### src/assert_macros.svh
// assertion macros for the top rtl file of the payload expand/split block
`ifndef ASSERT_MACROS_SVH
`define ASSERT_MACROS_SVH

// property checked on every rising edge of clk, off while rst is high
`define TPES_ASSERT(label, prop, msg) \
  label: assert property (@(posedge clk) disable iff (rst) prop) else $error(msg);

// property checked on every rising edge of clk, reset included
`define TPES_ASSERT_ALWAYS(label, prop, msg) \
  label: assert property (@(posedge clk) prop) else $error(msg);

`endif

### src/tpes_pkg.sv
// shared constants, register codes and types of the payload expand/split block
package tpes_pkg;

  localparam int MAX_SIGNALS   = 8;
  localparam int PAYLOAD_BYTES = 8;
  localparam int DATA_W        = 64;
  localparam int WIDTH_BITS    = 7;
  localparam int WIDTHS_W      = MAX_SIGNALS * WIDTH_BITS;
  localparam int COUNT_W       = 4;
  localparam int INDEX_W       = 3;
  localparam int START_W       = 10;

  // configuration register indexes
  typedef logic [1:0] cfg_addr_t;
  localparam cfg_addr_t CFG_DECODE_SEED   = 2'd0;
  localparam cfg_addr_t CFG_SIGNAL_COUNT  = 2'd1;
  localparam cfg_addr_t CFG_SIGNAL_WIDTHS = 2'd2;

  // reset values of the configuration registers
  localparam logic [DATA_W-1:0]   SEED_RESET   = '0;
  localparam logic [COUNT_W-1:0]  COUNT_RESET  = 4'd1;
  localparam logic [WIDTHS_W-1:0] WIDTHS_RESET = 56'd64;

  typedef struct packed {
    logic [DATA_W-1:0]   decode_seed;
    logic [COUNT_W-1:0]  signal_count;
    logic [WIDTHS_W-1:0] signal_widths;
  } tpes_cfg_t;

endpackage

### src/tpes_expand.sv
// rebuilds the 64-bit payload from the byte enables, packed bytes and seed
module tpes_expand import tpes_pkg::*; (
  input  tpes_cfg_t                 cfg,
  input  logic [PAYLOAD_BYTES-1:0]  byte_enables,
  input  logic [DATA_W-1:0]         compressed_data,
  output logic [DATA_W-1:0]         payload,
  output logic [COUNT_W-1:0]        consumed
);

  // each enabled position takes the byte at the running count of earlier enables
  always_comb begin
    logic [COUNT_W-1:0] pos;
    pos = '0;
    payload = '0;
    for (int i = 0; i < PAYLOAD_BYTES; i++) begin
      if (byte_enables[i]) begin
        payload[i*8 +: 8] = compressed_data[pos[2:0]*8 +: 8];
        pos = pos + 4'd1;
      end else begin
        payload[i*8 +: 8] = cfg.decode_seed[i*8 +: 8];
      end
    end
    consumed = pos;
  end

endmodule

### src/tpes_split.sv
// holds one rebuilt payload and issues its signal results into an output register
module tpes_split import tpes_pkg::*; (
  input  logic                clk,
  input  logic                rst,
  input  tpes_cfg_t           cfg,
  input  logic                load,
  input  logic [DATA_W-1:0]   load_payload,
  input  logic [COUNT_W-1:0]  load_consumed,
  output logic                free,
  output logic                out_valid,
  input  logic                out_ready,
  output logic [INDEX_W-1:0]  signal_index,
  output logic [DATA_W-1:0]   signal_value,
  output logic [DATA_W-1:0]   decoded_payload,
  output logic [COUNT_W-1:0]  payload_bytes,
  output logic                last_signal
);

  // packet holding stage
  logic                held;
  logic [DATA_W-1:0]   payload;
  logic [COUNT_W-1:0]  consumed;
  logic [INDEX_W-1:0]  sig;
  logic [START_W-1:0]  start;

  logic [COUNT_W-1:0]    count_eff;
  logic [WIDTH_BITS-1:0] width;
  logic [START_W-1:0]    end_pos;
  logic                  in_range;
  logic [DATA_W-1:0]     mask;
  logic [DATA_W-1:0]     value;
  logic                  is_last;
  logic                  fire;
  logic                  done;

  // clamp the signal count to the number of width fields
  assign count_eff = (cfg.signal_count > COUNT_W'(MAX_SIGNALS)) ?
                     COUNT_W'(MAX_SIGNALS) : cfg.signal_count;

  // current signal's width, range check and masked extract
  assign width    = cfg.signal_widths[sig*WIDTH_BITS +: WIDTH_BITS];
  assign end_pos  = start + START_W'(width);
  assign in_range = (width != '0) && (end_pos <= START_W'(DATA_W));
  assign mask     = {DATA_W{1'b1}} >> (7'(DATA_W) - width);
  assign value    = in_range ? ((payload >> start[5:0]) & mask) : '0;
  assign is_last  = ({1'b0, sig} + 4'd1) == count_eff;

  // a result moves when the output register is empty or being drained
  assign fire = held && (count_eff != '0) && (!out_valid || out_ready);
  assign done = (count_eff == '0) || (fire && is_last);
  assign free = !held || done;

  // holding stage control
  always_ff @(posedge clk) begin
    if (rst) begin
      held <= 1'b0;
    end else if (load) begin
      held <= 1'b1;
    end else if (done) begin
      held <= 1'b0;
    end
  end

  // holding stage payload and signal walk
  always_ff @(posedge clk) begin
    if (load) begin
      payload  <= load_payload;
      consumed <= load_consumed;
      sig      <= '0;
      start    <= '0;
    end else if (fire) begin
      sig   <= sig + 3'd1;
      start <= end_pos;
    end
  end

  // output register valid
  always_ff @(posedge clk) begin
    if (rst) begin
      out_valid <= 1'b0;
    end else if (fire) begin
      out_valid <= 1'b1;
    end else if (out_ready) begin
      out_valid <= 1'b0;
    end
  end

  // output register payload
  always_ff @(posedge clk) begin
    if (fire) begin
      signal_index    <= sig;
      signal_value    <= value;
      decoded_payload <= payload;
      payload_bytes   <= consumed;
      last_signal     <= is_last;
    end
  end

endmodule

### src/trace_payload_expand_split.sv
// top level of the trace payload expand/split block: config registers and wiring
// a packet is captured in the holding stage when accepted; each of its results then moves
// into the result register when that register is empty or being drained: one result per
// cycle while out_ready stays high, none for a count of zero; a new packet is taken as the
// last result moves out. the result register is the only limit besides the signal walk in tpes_split
// reset (rst, synchronous): seed 0, one signal of width 64, no packet or result held
module trace_payload_expand_split import tpes_pkg::*; (
  input  logic                      clk,
  input  logic                      rst,
  input  logic                      in_valid,
  output logic                      in_ready,
  input  logic [PAYLOAD_BYTES-1:0]  byte_enables,
  input  logic [DATA_W-1:0]         compressed_data,
  output logic                      out_valid,
  input  logic                      out_ready,
  output logic [INDEX_W-1:0]        signal_index,
  output logic [DATA_W-1:0]         signal_value,
  output logic [DATA_W-1:0]         decoded_payload,
  output logic [COUNT_W-1:0]        payload_bytes,
  output logic                      last_signal,
  input  logic                      cfg_valid,
  output logic                      cfg_ready,
  input  cfg_addr_t                 cfg_index,
  input  logic [DATA_W-1:0]         cfg_data
);

`include "assert_macros.svh"

  tpes_cfg_t          cfg;
  logic [DATA_W-1:0]  exp_payload;
  logic [COUNT_W-1:0] exp_consumed;
  logic               split_free;
  logic               in_fire;

  assign cfg_ready = !rst;
  assign in_ready  = !rst && split_free;
  assign in_fire   = in_valid && in_ready;

  // configuration registers
  always_ff @(posedge clk) begin
    if (rst) begin
      cfg.decode_seed   <= SEED_RESET;
      cfg.signal_count  <= COUNT_RESET;
      cfg.signal_widths <= WIDTHS_RESET;
    end else if (cfg_valid && cfg_ready) begin
      case (cfg_index)
        CFG_DECODE_SEED:   cfg.decode_seed   <= cfg_data;
        CFG_SIGNAL_COUNT:  cfg.signal_count  <= cfg_data[COUNT_W-1:0];
        CFG_SIGNAL_WIDTHS: cfg.signal_widths <= cfg_data[WIDTHS_W-1:0];
        default: ;
      endcase
    end
  end

  // payload rebuild ahead of the holding stage
  tpes_expand u_expand (
    .cfg             (cfg),
    .byte_enables    (byte_enables),
    .compressed_data (compressed_data),
    .payload         (exp_payload),
    .consumed        (exp_consumed)
  );

  // signal split and result register
  tpes_split u_split (
    .clk             (clk),
    .rst             (rst),
    .cfg             (cfg),
    .load            (in_fire),
    .load_payload    (exp_payload),
    .load_consumed   (exp_consumed),
    .free            (split_free),
    .out_valid       (out_valid),
    .out_ready       (out_ready),
    .signal_index    (signal_index),
    .signal_value    (signal_value),
    .decoded_payload (decoded_payload),
    .payload_bytes   (payload_bytes),
    .last_signal     (last_signal)
  );

  // a taken non-final result is followed at once by the next signal of the packet
  `TPES_ASSERT(a_next_signal, out_valid && out_ready && !last_signal |=> out_valid && signal_index == $past(signal_index) + 3'd1, "next signal result missing or out of order")

  // after the final result of a packet, any next result starts a new packet
  `TPES_ASSERT(a_new_packet, out_valid && out_ready && last_signal |=> !out_valid || signal_index == '0, "new packet does not start at signal zero")

  // the consumed byte count never exceeds the payload size
  `TPES_ASSERT_ALWAYS(a_bytes_range, out_valid |-> payload_bytes <= 4'd8, "payload byte count out of range")

endmodule

### config.mk
export PLATFORM = sky130hd
export DESIGN_NAME = trace_payload_expand_split
export DESIGN_NICKNAME = d
export VERILOG_FILES = /design/src/tpes_pkg.sv /design/src/tpes_expand.sv /design/src/tpes_split.sv /design/src/trace_payload_expand_split.sv
export VERILOG_INCLUDE_DIRS = /design/src /design/src/src
export SDC_FILE = /design/constraint.sdc
export NUM_CORES = 1
export LEC_CHECK = 0
export BUFFER_PORTS_ARGS = -buffer_cell sky130_fd_sc_hd__buf_2
export CAP_MARGIN = 20
export CELL_PAD_IN_SITES_DETAIL_PLACEMENT = 0
export CELL_PAD_IN_SITES_GLOBAL_PLACEMENT = 1
export CORE_ASPECT_RATIO = 0.7
export CORE_UTILIZATION = 45
export CTS_CLUSTER_DIAMETER = 50
export CTS_CLUSTER_SIZE = 28
export DETAILED_ROUTE_END_ITERATION = 8
export MAX_ROUTING_LAYER = met4
export PLACE_DENSITY_LB_ADDON = 0.1
export REMOVE_ABC_BUFFERS = 1
export SLEW_MARGIN = 20
export SYNTH_ARGS = -nofsm -noshare
export SYNTH_HDL_FRONTEND = slang
export SYNTH_HIERARCHICAL = 1
export SYNTH_SLANG_ARGS = --single-unit
### constraint.sdc
create_clock -name clk -period 10.2 [get_ports clk]
set_clock_uncertainty 0.2 [all_clocks]
set_input_delay 1.02 -clock clk [delete_from_list [all_inputs] [get_ports clk]]
set_output_delay 1.02 -clock clk [all_outputs]
set_load 0.05 [all_outputs]
==> results of run 1 <==
==> state kept, by name, indices dropped and copies added, names as in the netlist <==
register	count
cfg	124
u_split/consumed	4
u_split/decoded_payload	64
u_split/held	1
u_split/last_signal	1
u_split/out_valid	1
u_split/payload	64
u_split/payload_bytes	4
u_split/sig	3
u_split/signal_index	3
u_split/signal_value	64
u_split/start	10
==> kinds of logic after synthesis <==
kind of cell / count (synthesis)
and+or+nand+nor: 674
xor gates and xnor gates: 30
DFF: 343
buffers and inverters: 201
muxes: 448
AOI/OAI and AO/OA: 331
adders and majority gates: 20
==> metal layers <==
metal / up-vias / routed length (um) / global-route usage, %
met4: 0 / 2110 / 8.95
li1: 8058 / - / -
met3: 142 / 9350 / 7.93
met2: 1076 / 33600 / 44.4
met1: 8934 / 37100 / 48.1
met5: - / 0 / -
==> path summary, 6_finish.rpt <==
| kind | start | to | cells after the start |
|---|---|---|---|
| worst max-delay path | byte_enables[0] | u_split/consumed[1] | 23 |
| worst min-delay path | u_split/consumed[0] | u_split/payload_bytes[0] | 0 |
| worst max register to register | u_split/sig[0] | u_split/signal_value[58] | 12 |
| worst min register to register | u_split/consumed[0] | u_split/payload_bytes[0] | 0 |
==> per-stage QoR <==
step / setup slack, ns / total power [uW]
after floorplan: 2.64 / 3720
after global placement: 2.09 / 4470
after detailed placement: 1.93 / 4490
after CTS: 2.55 / 5970
after global routing: 1.96 / 6300
final: 2.43 / 6020
==> final cells by class <==
type                    count  area, um^2  share of cell area [%]
repair buffers            309        1650                    6.50
multi-input cells        1503       12500                    49.3
clock inverters            26         344                    1.35
flip-flops and latches    343        8920                    35.1
well taps                 665         832                    3.27
diodes                      2        5.00                  0.0197
clock buffers              41         982                    3.87
inverters                  34         144                   0.566
==> power groups by stage <==
stage | registers, uW | clock network, uW | logic, uW
after floorplan | 2150 | 0 | 1570
after global placement | 1850 | 0 | 2620
after detailed placement | 1850 | 0 | 2630
after CTS | 1820 | 1500 | 2650
after global routing | 1840 | 1560 | 2900
final | 1820 | 1470 | 2730
==> worst max-delay path, delay by kind of cell <==
| kind | cells | cell delay (ns) |
|---|---|---|
| AND/OR/NAND/NOR | 4 | 1.00 |
| buffers and inverters | 8 | 1.66 |
| multiplexers | 1 | 0.60 |
| XOR/XNOR | 1 | 0.88 |
| AO/OA/AOI/OAI | 3 | 0.35 |
| adder cells (fa/ha/maj) | 6 | 2.34 |
==> cell usage in the layout, fill, tap and decap left out, types with 15 or more instances in the layout <==
cell type,count
a211oi_1,52
a21oi_1,68
a311o_1,15
a31oi_1,20
buf_2,280
buf_4,26
clkbuf_16,38
dfxtp_1,135
edfxtp_1,204
ha_1,19
inv_1,20
mux2_2,65
mux2i_1,263
mux4_2,113
nand2_1,175
nand2b_1,209
nand3_1,32
nor2_1,137
nor3_1,38
o21ai_0,47
==> results_dict.tcl, run 1 <==
set metrics [dict create \
    hold_path_class "reg -> reg" \
    clockBufferDepth 3 \
    vias_per_cell 6.23 \
    slew_viol_final 0 \
    synthTopCellsByCount "mux2i_1, nand2b_1, edfxtp_1" \
    io_buffer_count 281 \
    synthMuxAreaShare_pct 26.9 \
    place_congestion 0.983 \
    cp_common_cell "ha_1" \
    die_w_um 269 \
    cts_setup_buffers 0 \
    cts_tree "done" \
    hold_slack_ns 0.226 \
    drive_gt1_share_pct 27.1 \
    hold_viol 0 \
    grt.total_usage_pct 32.8 \
    critical_path.max_stage_delay_ns 0.88 \
    ir_drop_v 0.000176 \
    drt_wl_total_um 82200 \
    worstMarginPinSlew_ns 1.01 \
    clkPwrFrac_pct 24.4 \
    area_growth_pct 13.0 \
    rsz0062_at_grt "false" \
    slew_headroom_pct 32.1 \
    num_vias 18200 \
    stdcell_count 2923 \
    placed_area_mm2 0.0240 \
    synth_most_common_cell "mux2i_1" \
    p_leak_uw 0.00997 \
    clk_latency_ns 0.57 \
    synth_enable_flop_cells 204 \
    wl_per_cell_um 28.1 \
    syn_area_per_cell_um2 11.0 \
    cts_resized 0 \
    setup-tns-final_ns 0 \
    grt_max_degree 115 \
    final.fill_count 4493 \
    dpl.cell_count 2852 \
    sw_frac_of_total_pct 41.8 \
    fin_util_pct 51.5 \
    required_ns 10.29 \
    synth_top_area_share_pct 27.2 \
    status "finished, final reports clean" \
    synth_compound_area_share_pct 10.5 \
    max_freq_mhz 129 \
    initial_core_util_pct 45.6 \
    synth_area_mm2 0.0225 \
    rows 68 \
    synth-xor-area-share_pct 1.80 \
    synth_top_area_cell "edfxtp_1" \
    slowest_stage "xnor2_4" \
    rrSetupSlack_ns 5.39 \
    synth_flop_cell "edfxtp_1" \
    worst_setup_path_start_kind "input pin" \
    drtAntennaViolNets 0 \
    path_class "in -> reg" \
    crit_fanout 22 \
    grt_first_pass_wirelength_um 119000 \
    yosys-top-cells-area "edfxtp_1, dfxtp_1, mux2i_1, mux4_2, nand2b_1" \
    synthAdderAreaFrac_pct 1.15 \
    path_cells "buf_2 -> inv_1 -> ha_1 -> xnor2_4 -> inv_4 -> ha_1 -> nand2_1 -> o31ai_2 -> buf_4 -> ha_1 -> nand2b_1 -> nand2_1 -> inv_1 -> ha_1 -> a22oi_1 -> buf_4 -> inv_2 -> ha_1 -> mux2i_4 -> inv_2 -> ha_1 -> nand2_1 -> o21ai_0" \
    synth_seq_area_share_pct 39.6 \
    synth_cells 2047 \
    grt-ovfl-total 0 \
    synth_top_family_by_area "multiplexers" \
    critPathCaptureType "flip-flop" \
    cts_buffers 37 \
    yosys_warnings 6 \
    cts.sinks 343 \
    synthDistinctLibCells 92 \
    p_int_uw 3510 \
    p_switching_uw 2520 \
    nets 2391 \
    seqPwrFrac_pct 30.3 \
    initialDrtViolationCount 2481 \
    pin_count 282 \
    drtPass1Iterations 5 \
    fin_crit_sh_pct 76.2 \
    grt_pass1_vias 17000 \
    fin_crit_ns 7.77 \
    drc 0 \
    ys_seq_elements 343 \
    async_flop_share_pct 0 \
    die-area_mm2 0.0509 \
    h-tree-depth 2 \
    coreArea_mm2 0.0493 \
    ctsHoldBuffers 0 \
    combPwrFrac_pct 45.3 \
    clk_pin_slew_ns 0.07 \
    finalInstanceArea_mm2 0.0254 \
    maxCapViolCount 0 \
    grt_antenna_before_repair 5 \
    critPathArrivalTime_ns 7.86 \
    hpwl_um 60100 \
    die_h_um 189 \
    setup_violations 0 \
    synthSimpleGateAreaFrac_pct 15.3 \
    cts_root_buffer "clkbuf_16" \
    pwr_density_cell_mw_per_mm2 237 \
]
No activity file was read; power rests on OpenSTA's default activity.
==> run 2: changes to the inputs <==
- CORE_UTILIZATION: 45 -> 43
- clock period: 10.2 -> 6.25 ns (I/O delays scaled with it)
==> run 2 against run 1 <==
Net effect:
- sequential cell count stayed put
- global-route usage down 1.8 points
- via count rose by 0.20%
- first-iteration DRC count down 4.9%
- count of clock-buffer cells in the layout down 10
- combinational power increased by 63%
- total power is 59% higher
- cell area decreased by 0.28%
- utilization is 2.0 points lower
==> results_dict.tcl, run 2 (same netlist as run 1, synthesis figures left out) <==
set metrics [dict create \
    ctsHoldBuffers 0 \
    status "finished, final reports clean" \
    placed_area_mm2 0.0242 \
    drc 0 \
    hold_path_class "in -> reg" \
    coreArea_mm2 0.0512 \
    maxCapViolCount 0 \
    fin_crit_sh_pct 85.4 \
    grt-ovfl-total 0 \
    place_congestion 0.998 \
    final_cell_mix "buf_2, mux2i_1, nand2b_1" \
    vias_per_cell 6.21 \
    hold_viol 0 \
    drtAntennaViolNets 0 \
    io_buffer_count 281 \
    cts_tree "done" \
    hold_slack_ns 0.0596 \
    cts_buffers 30 \
    cts.sinks 343 \
    max_freq_mhz 187 \
    final_common_cell "buf_2" \
    grt_max_degree 128 \
    slew_viol_final 0 \
    h-tree-depth 1 \
    drt_wl_total_um 81000 \
    drive_gt1_share_pct 27.3 \
    die_w_um 275 \
    nets 2401 \
    worst_slack_ns 0.914 \
    drtPass1Iterations 8 \
    pin_count 282 \
    path_class "reg -> reg" \
    fin_crit_ns 5.34 \
    required_ns 6.46 \
    cts_root_buffer "clkbuf_16" \
    grt_pass1_vias 17000 \
    dpl.cell_count 2880 \
    die-area_mm2 0.0532 \
    dp_worst_setup_slack_ns 0.526 \
    worst_setup_path_start_kind "flip-flop" \
    critPathCaptureType "flip-flop" \
    largest_reg_flops 124 \
    final.fill_count 4725 \
    initial_core_util_pct 43.9 \
    slew_headroom_pct 33.8 \
    num_vias 18200 \
    wl_per_cell_um 27.6 \
    grt_antenna_before_repair 1 \
    p_leak_uw 0.00995 \
    setup-tns-final_ns 0 \
    clk_latency_ns 0.63 \
    worstMarginPinSlew_ns 0.991 \
    hpwl_um 61000 \
    clk_pin_slew_ns 0.08 \
    die_h_um 193 \
    num_antenna_cells 0 \
    clockBufferDepth 3 \
    top_register "cfg" \
    grt.total_usage_pct 30.9 \
    cts_resized 0 \
    cts_setup_buffers 0 \
    grt_first_pass_wirelength_um 118000 \
    initialDrtViolationCount 2360 \
    ir_drop_v 0.000322 \
    finalInstanceArea_mm2 0.0253 \
    rows 69 \
    critPathArrivalTime_ns 5.54 \
    rsz0062_at_grt "false" \
    crit_fanout 18 \
    pwr_density_cell_mw_per_mm2 378 \
    stdcell_count 2936 \
    setup_violations 0 \
    area_growth_pct 12.7 \
]
-- run 2: cell count changes in the layout (fill, tap and decap cells not counted), sizes merged --
cell	before	now
buf	309	326
clkbuf	41	31
diode	2	0
clkinvlp	3	1
clkinv	10	13
bufinv	3	1
-- run 2: critical path: stages (launching register included) --
cell,delay (ns)
dfxtp_1,0.92
buf_4,0.35
mux4_2,0.37
mux2i_4,0.29
inv_1,0.09
ha_1,0.33
nor2b_1,0.16
o31a_1,0.28
o21a_1,0.20
nor3_1,0.24
a311o_1,0.23
nand3_1,0.69
buf_4,0.47
a2111oi_2,0.25
-- run 2: stage by stage --
stage	utilization [%]	total power (uW)
after floorplan	-	6070
after global placement	47.2	7390
after detailed placement	47.2	7420
after CTS	49.5	9560
after global routing	49.5	10000
final	49.5	9590
-- run 2: worst paths after layout --
kind	from	end	slack, ns	cells after the start
worst max register to register	u_split/sig[1]	u_split/signal_value[15]	0.91	13
worst min register to register	u_split/consumed[0]	u_split/payload_bytes[0]	0.23	0
worst min-delay path	cfg_data[63]	cfg[123]	0.06	3
worst max-delay path	u_split/sig[1]	u_split/signal_value[15]	0.91	13
-- run 2: routing by layer --
metal / routed length [um] / part of all wire, % / vias to the layer above / global-route usage (%)
li1: - / - / 8074 / -
met1: 38400 / 47 / 9123 / 48.1
met2: 33600 / 41 / 956 / 42.0
met3: 7350 / 9.1 / 93 / 4.79
met4: 1610 / 2.0 / 0 / 6.04
met5: 0 / 0 / - / -
-- run 2: where the power goes --
group	switching (uW)	internal (uW)	leakage (uW)
Combinational	2850	1600	0.00635
Clock	1100	1030	0.000551
Sequential	223	2790	0.00305
Total	4170	5420	0.00995
-- run 2: area by class of cell --
type	instances	area [um^2]	area share (%)
clock buffers	31	754	2.98
well taps	674	843	3.33
repair buffers	326	1750	6.89
clock inverters	25	399	1.58
multi-input cells	1503	12500	49.5
flip-flops and latches	343	8920	35.2
inverters	34	144	0.568
